## config.mk

```make
export PLATFORM = sky130hd
export DESIGN_NAME = lru_key_value_cache
export DESIGN_NICKNAME = d
export VERILOG_FILES = /design/src/design/lruc_pkg.sv /design/src/design/lruc_store.sv /design/src/design/lru_key_value_cache.sv
export SDC_FILE = /design/constraint.sdc
export NUM_CORES = 2
export LEC_CHECK = 0
export ABC_CLOCK_PERIOD_IN_PS = 8300
export BUFFER_PORTS_ARGS = -buffer_cell sky130_fd_sc_hd__buf_2
export CORE_UTILIZATION = 54
export CTS_CLUSTER_DIAMETER = 150
export DETAILED_ROUTE_END_ITERATION = 8
export PLACE_DENSITY = 0.73
export SYNTH_ARGS = -nofsm -noshare
export SYNTH_HDL_FRONTEND = slang
export SYNTH_HIERARCHICAL = 1
export SYNTH_SLANG_ARGS = --single-unit
```

## constraint.sdc

```tcl
create_clock -name clock -period 8.3 [get_ports clock]
set_input_delay 0 -clock clock [delete_from_list [all_inputs] [get_ports clock]]
set_output_delay 0 -clock clock [all_outputs]
set_load 0.005 [all_outputs]
```

## src/design/lruc_pkg.sv

```systemverilog
// Package for the LRU key-value cache: payload structs, sizes and codes.
// No dependencies; used by lruc_store and lru_key_value_cache.
package lruc_pkg;

   localparam int NUM_ENTRIES = 16;
   localparam int IDX_W = $clog2(NUM_ENTRIES);
   localparam int CNT_W = $clog2(NUM_ENTRIES + 1);
   localparam int CAP_W = 5;
   localparam int DATA_W = 32;
   localparam int CSR_ADDR_W = 3;

   localparam logic [CAP_W-1:0] CAP_RESET = CAP_W'(16);
   localparam logic [DATA_W-1:0] MISS_VALUE = '1;

   typedef enum logic {
      OP_GET = 1'b0,
      OP_PUT = 1'b1
   } op_type;

   typedef enum logic {
      CSR_CAPACITY = 1'b0
   } csr_index_type;

   typedef struct packed {
      op_type opcode;
      logic signed [DATA_W-1:0] key;
      logic signed [DATA_W-1:0] write_value;
   } req_type;

   typedef struct packed {
      logic hit;
      logic signed [DATA_W-1:0] read_value;
   } rsp_type;

endpackage

```

## src/design/lruc_store.sv

```systemverilog
// Entry store of the LRU cache: keys, values, valid bits, recency ranks,
// parallel lookup, promote/evict/insert and the result register. Uses lruc_pkg.
module lruc_store
   import lruc_pkg::*;
(
   input  logic             clock,
   input  logic             reset,
   input  logic             clear,
   input  logic [CAP_W-1:0] capacity,
   input  logic             op_valid,
   input  req_type          op,
   output logic             rsp_valid,
   output rsp_type          rsp
);

   logic [DATA_W-1:0] keys_ff [NUM_ENTRIES];
   logic [DATA_W-1:0] values_ff [NUM_ENTRIES];
   logic [NUM_ENTRIES-1:0] valid_ff, valid_in;
   logic [IDX_W-1:0] rank_ff [NUM_ENTRIES];
   logic [IDX_W-1:0] rank_in [NUM_ENTRIES];
   logic [CNT_W-1:0] occ_ff, occ_in;
   logic rsp_valid_ff;
   rsp_type rsp_ff, rsp_in;

   logic [NUM_ENTRIES-1:0] hit_vec, victim_vec, free_vec;
   logic any_hit, full, evict;
   logic [IDX_W-1:0] found_idx, slot_idx, found_rank, widx;
   logic [CNT_W-1:0] cap_eff, last_rank;
   logic key_we, val_we;
   logic [DATA_W-1:0] wval;

   always_comb begin
      if (capacity == '0) begin
         cap_eff = CNT_W'(1);
      end else if ({{(CNT_W > CAP_W ? CNT_W - CAP_W : 0){1'b0}}, capacity} > CNT_W'(NUM_ENTRIES))
      begin
         cap_eff = CNT_W'(NUM_ENTRIES);
      end else begin
         cap_eff = CNT_W'(capacity);
      end
   end

   always_comb begin
      last_rank = occ_ff - CNT_W'(1);
      full = (occ_ff >= cap_eff);
      evict = full && (occ_ff != '0);
      found_idx = '0;
      slot_idx = '0;
      for (int i = 0; i < NUM_ENTRIES; i++) begin
         hit_vec[i] = valid_ff[i] && (keys_ff[i] == op.key);
         victim_vec[i] = valid_ff[i] && (CNT_W'(rank_ff[i]) == last_rank);
      end
      free_vec = ~valid_ff | (evict ? victim_vec : '0);
      for (int i = NUM_ENTRIES - 1; i >= 0; i--) begin
         if (hit_vec[i]) begin
            found_idx = IDX_W'(i);
         end
         if (free_vec[i]) begin
            slot_idx = IDX_W'(i);
         end
      end
      any_hit = |hit_vec;
      found_rank = rank_ff[found_idx];
   end

   always_comb begin
      valid_in = valid_ff;
      rank_in = rank_ff;
      occ_in = occ_ff;
      key_we = 1'b0;
      val_we = 1'b0;
      widx = found_idx;
      wval = op.write_value;
      if (op_valid) begin
         if (any_hit) begin
            for (int i = 0; i < NUM_ENTRIES; i++) begin
               if (valid_ff[i] && (rank_ff[i] < found_rank)) begin
                  rank_in[i] = rank_ff[i] + IDX_W'(1);
               end
            end
            rank_in[found_idx] = '0;
            val_we = (op.opcode == OP_PUT);
         end else if (op.opcode == OP_PUT) begin
            for (int i = 0; i < NUM_ENTRIES; i++) begin
               if (valid_ff[i] && !(evict && victim_vec[i])) begin
                  rank_in[i] = rank_ff[i] + IDX_W'(1);
               end
            end
            if (evict) begin
               valid_in = valid_ff & ~victim_vec;
            end else begin
               occ_in = occ_ff + CNT_W'(1);
            end
            valid_in[slot_idx] = 1'b1;
            rank_in[slot_idx] = '0;
            widx = slot_idx;
            key_we = 1'b1;
            val_we = 1'b1;
         end
      end
   end

   always_comb begin
      rsp_in.hit = any_hit;
      if (op.opcode == OP_PUT) begin
         rsp_in.read_value = op.write_value;
      end else if (any_hit) begin
         rsp_in.read_value = values_ff[found_idx];
      end else begin
         rsp_in.read_value = MISS_VALUE;
      end
   end

   always_ff @(posedge clock) begin
      if (reset || clear) begin
         valid_ff <= '0;
         occ_ff <= '0;
         for (int i = 0; i < NUM_ENTRIES; i++) begin
            rank_ff[i] <= '0;
         end
      end else begin
         valid_ff <= valid_in;
         occ_ff <= occ_in;
         rank_ff <= rank_in;
      end
   end

   always_ff @(posedge clock) begin
      if (key_we) begin
         keys_ff[widx] <= op.key;
      end
      if (val_we) begin
         values_ff[widx] <= wval;
      end
   end

   always_ff @(posedge clock) begin
      if (reset) begin
         rsp_valid_ff <= 1'b0;
      end else begin
         rsp_valid_ff <= op_valid;
      end
   end

   always_ff @(posedge clock) begin
      rsp_ff <= rsp_in;
   end

   assign rsp_valid = rsp_valid_ff;
   assign rsp = rsp_ff;

endmodule

```

## src/design/lru_key_value_cache.sv

```systemverilog
// Top level of the LRU key-value cache: command port, input register,
// capacity CSR on an APB-style port. Uses lruc_pkg and lruc_store.
// A transfer taken at an edge passes the input register, then the store's result register.
// Throughput: one transfer per cycle; busy stays low, results cannot be stalled.
// Reset: store empty, capacity 16, no result pending. A capacity write
// also empties the store in that same cycle.
module lru_key_value_cache
   import lruc_pkg::*;
(
   input  logic                  clock,
   input  logic                  reset,
   input  logic                  start,
   output logic                  busy,
   input  req_type               req_payload,
   output logic                  rsp_valid,
   output rsp_type               rsp_payload,
   input  logic                  psel,
   input  logic                  penable,
   input  logic                  pwrite,
   input  logic [CSR_ADDR_W-1:0] paddr,
   input  logic [31:0]           pwdata,
   output logic [31:0]           prdata,
   output logic                  pready
);

   logic [CAP_W-1:0] cap_ff;
   logic cap_write;
   logic req_valid_ff;
   req_type req_ff;

   assign busy = 1'b0;
   assign pready = 1'b1;
   assign cap_write = psel && penable && pwrite && pready
                      && (paddr[2] == CSR_CAPACITY);

   always_ff @(posedge clock) begin
      if (reset) begin
         cap_ff <= CAP_RESET;
      end else if (cap_write) begin
         cap_ff <= pwdata[CAP_W-1:0];
      end
   end

   always_comb begin
      if (paddr[2] == CSR_CAPACITY) begin
         prdata = {{(32 - CAP_W){1'b0}}, cap_ff};
      end else begin
         prdata = '0;
      end
   end

   always_ff @(posedge clock) begin
      if (reset) begin
         req_valid_ff <= 1'b0;
      end else begin
         req_valid_ff <= start && !busy;
      end
   end

   always_ff @(posedge clock) begin
      if (start && !busy) begin
         req_ff <= req_payload;
      end
   end

   lruc_store u_store (
      .clock     (clock),
      .reset     (reset),
      .clear     (cap_write),
      .capacity  (cap_ff),
      .op_valid  (req_valid_ff),
      .op        (req_ff),
      .rsp_valid (rsp_valid),
      .rsp       (rsp_payload)
   );

endmodule

```

After elaboration in Yosys (flattened, before gate mapping)
Memory sizes are Yosys's and may differ from the RTL's.
Cells that the tools add are included.
{"block": "classes", "addsub": 18, "order_cmp": 24, "n_eq_ne": 32, "n_mux": 177, "bitwise_logic": 14, "reduce_logical": 111}
{"cell": "$mux W4", "count": 151}
{"cell": "$eq A32 B32 Y1", "count": 16}
{"cell": "$and A64 B64 Y64", "count": 2}
{"cell": "$mux W64", "count": 2}
{"cell": "$not A64 Y64", "count": 2}
{"cell": "$logic_and A1 B1 Y1", "count": 87}
{"cell": "$eq A4 B5 Y1", "count": 16}
{"cell": "$mux W16", "count": 5}
{"cell": "$add A4 B1 Y4 const B", "count": 16}
{"cell": "$lt A4 B4 Y1", "count": 16}
{"cell": "$mux W32", "count": 2}
{"cell": "$demux W4 S4", "count": 2}
{"cell": "$not A16 Y16", "count": 2}
{"cell": "$or A16 B16 Y16", "count": 2}
{"cell": "$and A16 B16 Y16", "count": 1}
{"cell": "$bmux W4 S4", "count": 1}
{"cell": "$logic_not A1 Y1", "count": 16}
{"cell": "$reduce_or A16 Y1", "count": 1}
{"cell": "$mux W5", "count": 3}
{"cell": "$ge A5 B5 Y1 const B", "count": 2}
{"cell": "$lt A5 B1 Y1 const B", "count": 2}
{"cell": "$mux W1", "count": 10}
{"cell": "$not A4 Y5", "count": 2}
{"cell": "$add A5 B1 Y5 const B", "count": 1}
{"cell": "other kinds (14)", "count": 16}
{"block": "word_totals", "regBits": 190, "ramBits": 1024, "input_bits": 106, "output_inout_bits": 68, "memories": 2}
{"memory": "u_store.keys_ff", "depth": 16, "width": 32, "read_ports": 16, "rd_ports_with_merged_regs": 0, "write_ports": 1, "line": "lruc_store.sv:16", "rtl": "logic [DATA_W-1:0] keys_ff [NUM_ENTRIES];"}
{"memory": "u_store.values_ff", "depth": 16, "width": 32, "read_ports": 1, "rd_ports_with_merged_regs": 0, "write_ports": 1, "line": "lruc_store.sv:17", "rtl": "logic [DATA_W-1:0] values_ff [NUM_ENTRIES];"}

Depth between registers and ports, before layout
{"block": "logic_depth", "ltp_word": 32, "mapped_depth": 26}

By module
Netlist, hierarchy kept.
{"module": "lruc_store", "n_inst": 1, "cells_per_inst": 4203, "area_per_inst_um2": 53632.7, "seq_area_each_um2": 33131.8}
{"module": "lru_key_value_cache", "n_inst": 1, "cells_per_inst": 126, "area_per_inst_um2": 2479.9, "seq_area_each_um2": 2072.0}

Worst setup path after synthesis
OpenSTA, ideal clock, no wires.
{"block": "synth_timing", "path_kind": "reg-to-reg", "startpoint": "register req_ff[38] (netlist bit)", "endpoint": "register u_store/rank_ff[31] (netlist bit)", "setup_ns": 0.070, "arrival_ns": 6.318, "required_ns": 8.230, "path_slack_ns": 1.912, "path_stages_with_launch": 24, "n_path_buf": 6, "synth_period_minus_slack_ns": 6.388, "cell_sequence": "edfxtp_1 > buf_2 > buf_2 > xnor2_1 > nand2_1 > a2111o_1 > or4_1 > o211ai_1 > a31o_2 > a31o_2 > clkbuf_1 > buf_2 > buf_2 > buf_1 > mux2i_1 > a21oi_1 > o221ai_1 > ha_1 > o21a_1 > o21ai_0 > nand2_1 > nor2_1 > or4b_2 > a21oi_1"}
{"block": "synth_between", "elab_chain_len": 29, "word_cells_on_any_way": 68}
{"item": "start: declaration", "line": "lru_key_value_cache.sv:29", "rtl": "req_type req_ff;"}
{"item": "start signal: assignment", "line": "lru_key_value_cache.sv:62", "rtl": "req_ff <= req_payload;"}
{"item": "$eq A32 B32 Y1", "line": "lruc_store.sv:50", "rtl": "hit_vec[i] = valid_ff[i] && (keys_ff[i] == op.key);"}
{"item": "$logic_and A1 B1 Y1", "line": "lruc_store.sv:50"}
{"item": "$mux W4 (16 in series)", "line": "lruc_store.sv:55", "rtl": "if (hit_vec[i]) begin"}
{"item": "$not A4 Y5 (not written as such)", "line": "lruc_store.sv:63, lruc_store.sv:81"}
{"item": "$bmux W4 S4", "line": "lruc_store.sv:63", "rtl": "found_rank = rank_ff[found_idx];"}
{"item": "$mux W4 (not written as such) (2 in series)", "line": "lruc_store.sv:63"}
{"item": "$lt A4 B4 Y1", "line": "lruc_store.sv:77", "rtl": "if (valid_ff[i] && (rank_ff[i] < found_rank)) begin"}
{"item": "$logic_and A1 B1 Y1", "line": "lruc_store.sv:77"}
{"item": "$mux W4", "line": "lruc_store.sv:77"}
{"item": "$mux W4", "line": "lruc_store.sv:75", "rtl": "if (any_hit) begin"}
{"item": "$mux W4", "line": "lruc_store.sv:74", "rtl": "if (op_valid) begin"}
{"item": "$and A64 B64 Y64 (no source line)"}
{"item": "$mux W64", "line": "lruc_store.sv:75"}
{"item": "end signal: assignment", "line": "lruc_store.sv:124", "rtl": "rank_ff <= rank_in;"}
{"item": "end: declaration", "line": "lruc_store.sv:19", "rtl": "logic [IDX_W-1:0] rank_ff [NUM_ENTRIES];"}
Several ways; a longest one is shown, not always the timed one. The select of a mux whose other input is x is not followed.
A chain may end at the register's enable or synchronous reset.

Final worst setup path
{"block": "layout_timing", "startpoint": "register req_ff[57] (netlist bit)", "endpoint": "register u_store/rank_ff[51] (netlist bit)"}
The elaborated chain is that of the path after synthesis.

==> results.ini <==
[route]
vias=38020
post-route-drc-count=0
drtIter0Drc=4523
wl_per_cell_um=25.22
avgViaCountPerCell=6.236
wirelength_mm=153.8
dr.pass1.iters=6
ant_nets=0

[timing]
fin_ws_ns=1.244
finalHoldViolations=0
skew_ns=0.04372
hold_ws_ns=0.03457
setup_violations=0
worst_slew_pin_slew_ns=1.156
rsz0062_at_grt=no
fmax_mhz=141.7
setup_tns_ns=0
final_max_slew_viol_count=0
period_needed_ns=7.056
slew_headroom=0.2295
period_share=0.8501

[pwr]
ir_drop_uv=219.9
p_per_area_nw_per_um2=201.5
power_mw=12.90
p_leak_nw=22.77

[cts]
post_cts_buffers=0
root_buffer=clkbuf_16
postCtsResizedCells=0
cts_buffers=120
cts_max_level=3
cts_tree=done
clockBufferDepth=3
clkLatencyLatePin_ns=0.74
postCtsHoldBufs=141
clkSinkCount=1214
path_clk_slew_ns=0.06

[grt]
antenna_found_initial=1
grt_max_degree=225
overflow=0
grt_pass1_vias=37010
grt_first_pass_wirelength_mm=228.6
track_usage=0.2855

[outcome]
outcome=finished clean

[flow_run]
max-cap-violations=0

[cells_and_area]
final_common_cell=edfxtp_1
mostFrequentLayoutCells=edfxtp_1 (1089), xor2_1 (460), nand2_1 (340), o21ai_0 (228), nor4_1 (215)
final_area_um2=64040
antenna_cells=0
layout-drive-gt1-share=0.1300
final_nets=4802
areaGrowthSynthToFinish_pct=14.12

[die]
coreArea_um2=102300
die_area_um2=105200
die_w_um=324.4
fp-row-count=117
start_util=0.5484
dieHeight_um=324.4
io_pins=174

[synth]
yosys_warnings=6
ys.flop_type=edfxtp_1
synth.avg_cell_area_um2=12.96
async_flop_share=0
syn_inst=4329
synth-seq-cells=1214
seq_area_frac_synth=0.6274
synth_cell_types=87
syn_area_um2=56110
synth_edf_count=1089

[setup_path]
critical_path_arrival_ns=7.62
endpoint_kind=flip-flop
critPathRequiredTime_ns=8.87
criticalPathCategory=flip-flop to flip-flop
cp_max_fo=23
cp-start-kind=flip-flop

[placement]
place_area_um2=58830
place_congestion=0.9839
place_worst_setup_slack_ns=1.494
port_buffers=115
dpl.hpwl_mm=88.12

[hold_path]
hold_path.class=primary input to flip-flop

## per-stage QoR
step | instances | util
after global placement | 5730 | 0.5749
after detailed placement | 5730 | 0.5749
after floorplan | 4356 | -
final | 6097 | 0.6258
after CTS | 6097 | 0.6258
after global routing | 6097 | 0.6258
## path summary, 6_finish.rpt
kind | start | endpoint | slack (ns) | cells after the start
max | req_ff[57]$_DFFE_PP_ | u_store/rank_ff[51]$_SDFFE_PP0P_ | 1.24 | 20
min | req_payload[49] | req_ff[49]$_DFFE_PP_ | 0.03 | 2
min reg2reg | req_ff[32]$_DFFE_PP_ | u_store/keys_ff[8][0]$_DFFE_PP_ | 0.57 | 0
max reg2reg | req_ff[57]$_DFFE_PP_ | u_store/rank_ff[51]$_SDFFE_PP0P_ | 1.24 | 20
## worst max-delay path, cell delays in order, from the launching register on
cell	delay (ns)
edfxtp_1	1.01
xor2_1	0.21
nor4_1	0.35
nand4_1	0.17
or4_1	0.70
nand2b_1	0.21
o211a_2	0.17
a41oi_4	0.82
mux2_2	0.44
nor2_1	0.10
a21oi_1	0.09
o221ai_2	0.91
buf_4	0.32
ha_1	0.24
o21a_1	0.11
o21ai_0	0.14
nand3b_1	0.17
o21ai_0	0.21
nand2_1	0.08
a221oi_1	0.35
nor2_1	0.07
## report_power, final
part	switching (mW)	internal, mW	total [mW]
registers	0.113	6.76	6.87
clock network	2.34	2.91	5.25
logic	0.510	0.266	0.776
## flip-flops by register name (all words and copies together) (netlist names)
name               cells
u_store/values_ff    512
cap_ff                 5
u_store/valid_ff      16
u_store/rank_ff       64
req_ff                65
u_store/keys_ff      512
u_store/rsp           33
req_valid_ff           1
u_store/rsp_valid      1
u_store/occ_ff         5
## layout make-up
type | instances | area [um^2]
clock buffer | 171 | 3276
clock inverter | 55 | 520.5
fill | 7456 | 38290
sequential | 1214 | 35200
inverter | 81 | 304.0
timing repair buffer | 393 | 3193
multi-input combinational | 2815 | 19830
tap | 1368 | 1712
## logic make-up after synthesis
| family | synth area share |
|---|---|
| flip-flops | 0.6274 |
| AND/OR/NAND/NOR | 0.1087 |
| AO/OA/AOI/OAI | 0.07289 |
| XOR/XNOR | 0.09276 |
| buffers and inverters | 0.02665 |
| multiplexers | 0.05561 |
| adder cells (fa/ha/maj) | 0.01583 |
| other | 0.0001338 |
## per-layer routing
metal	routed length, um	up-vias	track usage
met4	5274	2	0.1047
met5	8	-	0
met2	70990	2114	0.4539
met3	15140	326	0.04830
li1	-	16810	-
met1	62380	18770	0.3954
## synthesized netlist by cell type, types with 18 or more instances
cell type  count  share of area
buf_1         18         0.0012
nand3_1      109         0.0097
or4_1         20         0.0027
nor4b_1       20         0.0031
ha_1          71          0.016
o21ai_0      229          0.020
inv_1         81         0.0054
xor2_1       460          0.072
and2_1        24         0.0027
nor3_1        65         0.0058
buf_4         41         0.0055
mux2i_1      188          0.034
nand2_1      340          0.023
mux2_2       108          0.022
buf_2         61         0.0054
o22ai_1       42         0.0047
and3_1        22         0.0025
nand4_1       82         0.0091
nor4_1       217          0.024
clkbuf_1     121         0.0081
xnor2_1      124          0.019
edfxtp_1    1089           0.58
a211oi_1      24         0.0032
a31oi_1       35         0.0039
o21a_1        24         0.0032
nor2b_1       26         0.0029
dfxtp_1      125          0.045
a21oi_1      137          0.012
nand2b_1      25         0.0028
nor2_1       166          0.011
Power figures use the tool's default switching activity.
